$ cat config.mk
export PLATFORM = sky130hd
export DESIGN_NAME = bresenham_line_walker_core
export DESIGN_NICKNAME = d
export VERILOG_FILES = /design/src/hw/rtl/blw_pkg.sv /design/src/hw/rtl/blw_delta.sv /design/src/hw/rtl/blw_walk.sv /design/src/hw/rtl/bresenham_line_walker_core.sv
export SDC_FILE = /design/constraint.sdc
export NUM_CORES = 1
export LEC_CHECK = 0
export BUFFER_PORTS_ARGS = -buffer_cell sky130_fd_sc_hd__buf_2
export CAP_MARGIN = 10
export CELL_PAD_IN_SITES_DETAIL_PLACEMENT = 2
export CELL_PAD_IN_SITES_GLOBAL_PLACEMENT = 2
export CORE_ASPECT_RATIO = 1.1
export CORE_MARGIN = 2
export CORE_UTILIZATION = 41
export CTS_BUF_LIST = sky130_fd_sc_hd__clkbuf_2 sky130_fd_sc_hd__clkbuf_4 sky130_fd_sc_hd__clkbuf_8
export DETAILED_ROUTE_END_ITERATION = 10
export HOLD_SLACK_MARGIN = 0.1
export PLACE_DENSITY = 0.89
export RECOVER_POWER = 25
export SLEW_MARGIN = 20
export SYNTH_ARGS = -nofsm -noshare
export SYNTH_HDL_FRONTEND = slang
export SYNTH_SLANG_ARGS = --single-unit
$ cat constraint.sdc
create_clock -name clock -period 7.5 [get_ports clock]
set_input_delay 2.25 -clock clock [delete_from_list [all_inputs] [get_ports clock]]
set_output_delay 2.25 -clock clock [all_outputs]
set_load 0.1 [all_outputs]
$ cat src/hw/rtl/blw_pkg.sv
// Shared definitions for the line walker: command codes, direction bundle and
// the default coordinate width. No dependencies.
package blw_pkg;

   localparam int COORD_BITS_DEF = 12;
   localparam int COLOR_BITS = 32;

   typedef enum logic {
      CMD_START   = 1'b0,
      CMD_ADVANCE = 1'b1
   } blw_cmd_type;

   // Step directions of a line, one bit per axis.
   typedef struct packed {
      logic x_neg;
      logic y_neg;
   } blw_dir_type;

endpackage

$ cat src/hw/rtl/blw_delta.sv
// Endpoint front end: absolute deltas and step directions of a start request.
// Depends on blw_pkg.
module blw_delta #(
   parameter int COORD_BITS = blw_pkg::COORD_BITS_DEF
) (
   input  logic signed [COORD_BITS-1:0] start_x,
   input  logic signed [COORD_BITS-1:0] start_y,
   input  logic signed [COORD_BITS-1:0] end_x,
   input  logic signed [COORD_BITS-1:0] end_y,
   output logic [COORD_BITS-1:0]        abs_dx,
   output logic [COORD_BITS-1:0]        abs_dy,
   output blw_pkg::blw_dir_type         dir
);
   import blw_pkg::*;

   logic [COORD_BITS:0] dx_fwd;
   logic [COORD_BITS:0] dx_rev;
   logic [COORD_BITS:0] dy_fwd;
   logic [COORD_BITS:0] dy_rev;

   // Both differences are formed side by side, so the absolute value is a mux.
   assign dx_fwd = {end_x[COORD_BITS-1], end_x} - {start_x[COORD_BITS-1], start_x};
   assign dx_rev = {start_x[COORD_BITS-1], start_x} - {end_x[COORD_BITS-1], end_x};
   assign dy_fwd = {end_y[COORD_BITS-1], end_y} - {start_y[COORD_BITS-1], start_y};
   assign dy_rev = {start_y[COORD_BITS-1], start_y} - {end_y[COORD_BITS-1], end_y};

   assign dir.x_neg = dx_fwd[COORD_BITS];
   assign dir.y_neg = dy_fwd[COORD_BITS];
   assign abs_dx = dx_fwd[COORD_BITS] ? dx_rev[COORD_BITS-1:0] : dx_fwd[COORD_BITS-1:0];
   assign abs_dy = dy_fwd[COORD_BITS] ? dy_rev[COORD_BITS-1:0] : dy_fwd[COORD_BITS-1:0];

endmodule

$ cat src/hw/rtl/blw_walk.sv
// Line state and the Bresenham step: loads a line on start, steps it on
// advance, and presents the pixel produced by the consumed request.
// Depends on blw_pkg.
module blw_walk #(
   parameter int COORD_BITS = blw_pkg::COORD_BITS_DEF
) (
   input  logic                         clock,
   input  logic                         reset,
   input  logic                         fire,
   input  blw_pkg::blw_cmd_type         cmd,
   input  logic signed [COORD_BITS-1:0] start_x,
   input  logic signed [COORD_BITS-1:0] start_y,
   input  logic [COORD_BITS-1:0]        abs_dx,
   input  logic [COORD_BITS-1:0]        abs_dy,
   input  blw_pkg::blw_dir_type         dir,
   input  logic [blw_pkg::COLOR_BITS-1:0] color,
   output logic                         res_valid,
   output logic signed [COORD_BITS-1:0] res_x,
   output logic signed [COORD_BITS-1:0] res_y,
   output logic [blw_pkg::COLOR_BITS-1:0] res_color,
   output logic                         res_last
);
   import blw_pkg::*;

   localparam int EW = COORD_BITS + 3;

   logic signed [COORD_BITS-1:0] cur_x_ff, cur_x_in;
   logic signed [COORD_BITS-1:0] cur_y_ff, cur_y_in;
   logic [EW-1:0]                err_ff, err_in;
   logic [EW-1:0]                inc_minor_ff, inc_minor_in;
   logic [EW-1:0]                inc_both_ff, inc_both_in;
   blw_dir_type                  dir_ff, dir_in;
   logic                         x_major_ff, x_major_in;
   logic [COORD_BITS-1:0]        left_ff, left_in;
   logic [COLOR_BITS-1:0]        color_ff, color_in;
   logic                         active_ff, active_in;

   logic                         x_major_new;
   logic [COORD_BITS-1:0]        major_new;
   logic [EW-1:0]                adx_ext, ady_ext;
   logic [EW-1:0]                err_xm, err_ym, diff_xm, diff_ym;
   logic                         err_ge;
   logic                         x_move, y_move;
   logic [COORD_BITS-1:0]        x_inc, y_inc;
   logic [COORD_BITS-1:0]        left_dec;

   // Setup terms for a new line; both axis choices are formed in parallel
   // with the compare that picks one.
   assign adx_ext = {3'b000, abs_dx};
   assign ady_ext = {3'b000, abs_dy};
   assign x_major_new = abs_dx > abs_dy;
   assign major_new = x_major_new ? abs_dx : abs_dy;
   assign err_xm  = {2'b00, abs_dy, 1'b0} - adx_ext;
   assign err_ym  = {2'b00, abs_dx, 1'b0} - ady_ext;
   assign diff_xm = {ady_ext[EW-2:0], 1'b0} - {adx_ext[EW-2:0], 1'b0};
   assign diff_ym = {adx_ext[EW-2:0], 1'b0} - {ady_ext[EW-2:0], 1'b0};

   // One step: the major axis always moves, the minor one when the error
   // term is not negative.
   assign err_ge   = ~err_ff[EW-1];
   assign x_move   = x_major_ff | err_ge;
   assign y_move   = ~x_major_ff | err_ge;
   assign x_inc    = x_move ? {{(COORD_BITS-1){dir_ff.x_neg}}, 1'b1} : '0;
   assign y_inc    = y_move ? {{(COORD_BITS-1){dir_ff.y_neg}}, 1'b1} : '0;
   assign left_dec = left_ff - 1'b1;

   always_comb begin
      cur_x_in     = cur_x_ff;
      cur_y_in     = cur_y_ff;
      err_in       = err_ff;
      inc_minor_in = inc_minor_ff;
      inc_both_in  = inc_both_ff;
      dir_in       = dir_ff;
      x_major_in   = x_major_ff;
      left_in      = left_ff;
      color_in     = color_ff;
      active_in    = active_ff;
      res_valid    = 1'b0;
      res_x        = cur_x_ff;
      res_y        = cur_y_ff;
      res_color    = color_ff;
      res_last     = 1'b0;
      case (cmd)
         CMD_START: begin
            cur_x_in     = start_x;
            cur_y_in     = start_y;
            err_in       = x_major_new ? err_xm : err_ym;
            inc_minor_in = x_major_new ? {ady_ext[EW-2:0], 1'b0} : {adx_ext[EW-2:0], 1'b0};
            inc_both_in  = x_major_new ? diff_xm : diff_ym;
            dir_in       = dir;
            x_major_in   = x_major_new;
            left_in      = major_new;
            color_in     = color;
            active_in    = major_new != '0;
            res_valid    = 1'b1;
            res_x        = start_x;
            res_y        = start_y;
            res_color    = color;
            res_last     = major_new == '0;
         end
         CMD_ADVANCE: begin
            if (active_ff) begin
               cur_x_in  = cur_x_ff + x_inc;
               cur_y_in  = cur_y_ff + y_inc;
               err_in    = err_ff + (err_ge ? inc_both_ff : inc_minor_ff);
               left_in   = left_dec;
               active_in = left_dec != '0;
               res_valid = 1'b1;
               res_x     = cur_x_ff + x_inc;
               res_y     = cur_y_ff + y_inc;
               res_last  = left_dec == '0;
            end
         end
         default: begin
            res_valid = 1'b0;
         end
      endcase
   end

   always_ff @(posedge clock) begin
      if (reset) begin
         active_ff <= 1'b0;
      end else if (fire) begin
         active_ff <= active_in;
      end
   end

   always_ff @(posedge clock) begin
      if (fire) begin
         cur_x_ff     <= cur_x_in;
         cur_y_ff     <= cur_y_in;
         err_ff       <= err_in;
         inc_minor_ff <= inc_minor_in;
         inc_both_ff  <= inc_both_in;
         dir_ff       <= dir_in;
         x_major_ff   <= x_major_in;
         left_ff      <= left_in;
         color_ff     <= color_in;
      end
   end

endmodule

$ cat src/hw/rtl/bresenham_line_walker_core.sv
// Top level of the Bresenham line walker: request register, line state and
// pixel result register. Depends on blw_pkg, blw_delta and blw_walk.
//
//   channel   direction   handshake               payload
//   req       in          req_valid / req_ready   cmd, endpoints, pixel_color
//   rsp       out         rsp_valid / rsp_ready   pixel_x, pixel_y, color_out, last
//
// A request is registered after the delta front end and consumed from the request
// register when its pixel is loaded into the result register; one request per
// cycle is sustained while the result register is not stalled.
// Reset is synchronous and leaves no line active. An advance with no active
// line is consumed without a pixel. A stalled pixel holds both registers;
// the request register still takes a request while it is empty.
module bresenham_line_walker_core #(
   parameter int COORD_BITS = blw_pkg::COORD_BITS_DEF
) (
   input  logic                           clock,
   input  logic                           reset,
   input  logic                           req_valid,
   output logic                           req_ready,
   input  blw_pkg::blw_cmd_type           req_cmd,
   input  logic signed [COORD_BITS-1:0]   req_start_x,
   input  logic signed [COORD_BITS-1:0]   req_start_y,
   input  logic signed [COORD_BITS-1:0]   req_end_x,
   input  logic signed [COORD_BITS-1:0]   req_end_y,
   input  logic [blw_pkg::COLOR_BITS-1:0] req_pixel_color,
   output logic                           rsp_valid,
   input  logic                           rsp_ready,
   output logic signed [COORD_BITS-1:0]   rsp_pixel_x,
   output logic signed [COORD_BITS-1:0]   rsp_pixel_y,
   output logic [blw_pkg::COLOR_BITS-1:0] rsp_color_out,
   output logic                           rsp_last
);
   import blw_pkg::*;

   logic                         s1_valid_ff, s1_valid_in;
   blw_cmd_type                  s1_cmd_ff;
   logic signed [COORD_BITS-1:0] s1_x_ff;
   logic signed [COORD_BITS-1:0] s1_y_ff;
   logic [COORD_BITS-1:0]        s1_adx_ff;
   logic [COORD_BITS-1:0]        s1_ady_ff;
   blw_dir_type                  s1_dir_ff;
   logic [COLOR_BITS-1:0]        s1_color_ff;

   logic                         out_valid_ff, out_valid_in;
   logic signed [COORD_BITS-1:0] out_x_ff;
   logic signed [COORD_BITS-1:0] out_y_ff;
   logic [COLOR_BITS-1:0]        out_color_ff;
   logic                         out_last_ff;

   logic [COORD_BITS-1:0]        abs_dx;
   logic [COORD_BITS-1:0]        abs_dy;
   blw_dir_type                  dir;
   logic                         advance;
   logic                         fire;
   logic                         take;
   logic                         res_valid;
   logic signed [COORD_BITS-1:0] res_x;
   logic signed [COORD_BITS-1:0] res_y;
   logic [COLOR_BITS-1:0]        res_color;
   logic                         res_last;

   blw_delta #(.COORD_BITS(COORD_BITS)) u_delta (
      .start_x (req_start_x),
      .start_y (req_start_y),
      .end_x   (req_end_x),
      .end_y   (req_end_y),
      .abs_dx  (abs_dx),
      .abs_dy  (abs_dy),
      .dir     (dir)
   );

   blw_walk #(.COORD_BITS(COORD_BITS)) u_walk (
      .clock     (clock),
      .reset     (reset),
      .fire      (fire),
      .cmd       (s1_cmd_ff),
      .start_x   (s1_x_ff),
      .start_y   (s1_y_ff),
      .abs_dx    (s1_adx_ff),
      .abs_dy    (s1_ady_ff),
      .dir       (s1_dir_ff),
      .color     (s1_color_ff),
      .res_valid (res_valid),
      .res_x     (res_x),
      .res_y     (res_y),
      .res_color (res_color),
      .res_last  (res_last)
   );

   // The result register can load whenever it is empty or being drained.
   assign advance   = ~out_valid_ff | rsp_ready;
   assign fire      = s1_valid_ff & advance;
   assign req_ready = ~s1_valid_ff | advance;
   assign take      = req_valid & req_ready;

   assign s1_valid_in  = take | (s1_valid_ff & ~fire);
   assign out_valid_in = advance ? (fire & res_valid) : 1'b1;

   always_ff @(posedge clock) begin
      if (reset) begin
         s1_valid_ff  <= 1'b0;
         out_valid_ff <= 1'b0;
      end else begin
         s1_valid_ff  <= s1_valid_in;
         out_valid_ff <= out_valid_in;
      end
   end

   always_ff @(posedge clock) begin
      if (take) begin
         s1_cmd_ff   <= req_cmd;
         s1_x_ff     <= req_start_x;
         s1_y_ff     <= req_start_y;
         s1_adx_ff   <= abs_dx;
         s1_ady_ff   <= abs_dy;
         s1_dir_ff   <= dir;
         s1_color_ff <= req_pixel_color;
      end
   end

   always_ff @(posedge clock) begin
      if (fire & res_valid) begin
         out_x_ff     <= res_x;
         out_y_ff     <= res_y;
         out_color_ff <= res_color;
         out_last_ff  <= res_last;
      end
   end

   assign rsp_valid     = out_valid_ff;
   assign rsp_pixel_x   = out_x_ff;
   assign rsp_pixel_y   = out_y_ff;
   assign rsp_color_out = out_color_ff;
   assign rsp_last      = out_last_ff;

endmodule
==> flow_summary.toml <==
[timing]
slew_viol_final = 132
fin_crit_sh = 0.761
tightest_slew_ns = 3.23
min_period_ns = 5.71
setup_viol = 0
setup-tns-final_ns = 0
fmax_mhz = 175
rsz0062_at_grt = "no"
finalClockSkew_ns = 0.0389
hold_violations = 0
slew_headroom = -1.15
holdWs_ns = 0.418

[clocking]
cts_tree = "built"
post_cts_buffers = 0
postCtsResizedCells = 0
cts_buffers = 46
cts_htree_levels = 2
ctsHoldBuffers = 0
cts_root_buffer = "clkbuf_8"
cts_buffer_depth = 3
cts.clk_slew.worst_paths_ns = 0.07
insertion_delay_ns = 0.62
numClockSinks = 253

[synth]
synth.area.mux_share = 0.0672
synth_xor_area_frac = 0.0469
synth-warning-count = 0
yosysSeqAreaShare = 0.495
synth_top_area_cell = "edfxtp_1"
async_flop_share = 0
ys.flop_type = "edfxtp_1"
yosys-top-cells-count = "edfxtp_1, ha_1, inv_1"
synth.distinct_cells = 63
synth_edf_count = 250
yosysMostFrequentCell = "edfxtp_1"
synth_compound_area_frac = 0.126
synth_top_cell_area_share = 0.491
synth.cell_area_um2 = 15300
synth_top_family_by_area = "compound AO/OA/AOI/OAI gates"
synth_adder_area_share = 0.120
ys_top_cells_by_area = "edfxtp_1, ha_1, mux2_2"
synth-simple-area-share = 0.107
syn_inst = 1372
synth.avg_cell_area_um2 = 11.2
synth_nets = 1597
synth_seq_cells = 253

[flow_run]
max_cap_violations = 3

[placed_design]
place_inst = 1982
port_buffers = 143
gp_congestion = 0.833
detailedPlacementHpwl_um = 38800

[critical_path]
cpLargestDelayFamily = "buffers and inverters"
cp_common_cell = "clkbuf_1"
crit_arrival_ns = 5.87
path_buf_inv = 2
critPathRequiredTime_ns = 7.67
crit_slowest_cell = "clkbuf_1"
critPathMaxStageDelay_ns = 2.28
path_max_fanout = 62
r2r_setup_slack_ns = 1.79
worstSetupPathType = "flop to flop"
crit_chain = "clkbuf_1, clkbuf_1, a21oi_1"
cp-end-kind = "flop"
cp-start-kind = "flop"

[pwr]
seq_power_share = 0.385
ir_worst_vdd_v = 0.000140
powerDensity_nw_per_um2 = 270
clockPowerShare = 0.291
p_int_w = 0.00298
switching_share = 0.368
pwr-share-comb = 0.325
switchingPower_w = 0.00173
leakage_nw = 7.07

[global_route]
grt_overflow = 0
grt_pass1_vias = 13600
grt_pass1_wl_um = 82400
grt_usage = 0.279
grt_start_max_net_pins = 64
antenna_found_initial = 2

[drt]
initialDrtViolationCount = 655
via_per_inst = 5.72
finalWirelength_um = 53900
wl_per_cell_um = 26.1
drc_errors = 0
drtPass1Iterations = 4
ant_nets = 0
vias = 11800

[run_status]
status = "complete, but fails checks"
violations = "capacitance limit, slew limit"

[layout]
drive_above_1_share = 0.144
layout.nets = 1761
final-instance-count-excl-fill = 2068
area_growth_pct = 14.0

[floorplan]
die_area_um2 = 38900
rows = 74
die_w_um = 188
coreArea_um2 = 36900
num_io_pins = 144
start_util = 0.414
die_h_um = 207

[min_path]
hold_class = "flop to flop"
cell usage in the layout, fill, tap and decap left out, drive strengths merged, types with 26 or more instances in the layout:
cell type and n:
o21ai 81, nor3 40, nand2 86, edfxtp 250, or3 27, ha 129, xnor2 56, clkbuf 100
nand3 29, xor2 26, mux2 46, nor2 89, buf 115, inv 115, mux2i 51, a21oi 88
sequential cells by signal (all words and copies together) (netlist names), 2 cells and up:
| register | cells |
|---|---|
| rsp_color_out | 32 |
| u_walk.cur_y_ff | 12 |
| rsp_pixel_y | 12 |
| rsp_pixel_x | 12 |
| s1_y_ff | 12 |
| u_walk.dir_ff | 2 |
| u_walk.color_ff | 32 |
| s1_color_ff | 32 |
| u_walk.err_ff | 14 |
| u_walk.inc_minor_ff | 12 |
| u_walk.inc_both_ff | 13 |
| s1_x_ff | 12 |
| s1_adx_ff | 12 |
| s1_dir_ff | 2 |
| u_walk.left_ff | 12 |
| s1_ady_ff | 12 |
| u_walk.cur_x_ff | 12 |
kinds of logic (layout without fill, tap and decap cells):
logic type / Yosys count / in the layout
and+or+nand+nor: 343 / 343
AOI/OAI and AO/OA: 303 / 303
DFF: 253 / 253
buffers and inverters: 154 / 354
adders and majority gates: 140 / 140
muxes: 97 / 97
xor gates and xnor gates: 82 / 82
other: 0 / 2
routing by layer:
layer  vias up  routed length, µm  global-route usage
li1       5342                  -                   -
met1      5937              19800               0.297
met2       394              28500               0.525
met3       155               2730              0.0499
met4         0               2950               0.151
met5         -                  0                   0
through the flow:
step	setup WS [ns]	total power, W	instance area [µm²]	util
floorplan	1.48	0.00284	15300	-
global placement	2.36	0.00316	16600	0.449
detailed placement	2.06	0.00331	16600	0.449
CTS	2.27	0.00473	17500	0.474
global route	1.48	0.00493	17400	0.472
finish	1.79	0.00471	17400	0.472
power groups by stage:
stage               clock network (W)  logic [W]  registers [W]
floorplan                           0   0.000970        0.00187
detailed placement                  0    0.00147        0.00184
global placement                    0    0.00134        0.00182
CTS                           0.00139    0.00153        0.00181
global route                  0.00145    0.00166        0.00182
finish                        0.00137    0.00153        0.00181
area by class of cell:
class / count / area, µm²
Tap cell: 494 / 618
Antenna cell: 2 / 5.00
Clock inverter: 25 / 194
Inverter: 114 / 429
Multi-Input combinational cell: 965 / 7140
Fill cell: 3775 / 19500
Sequential cell: 253 / 7570
Timing Repair Buffer: 156 / 757
Clock buffer: 59 / 731
final timing paths:
kind | depth (start not counted) | start | endpoint
setup / recovery | 3 | s1_cmd_ff | rsp_pixel_y[8]
setup reg to reg | 3 | s1_cmd_ff | rsp_pixel_y[8]
hold reg to reg | 0 | s1_dir_ff[1] | u_walk.dir_ff[1]
hold / removal | 0 | s1_dir_ff[1] | u_walk.dir_ff[1]
Power figures use the tool's default switching activity.
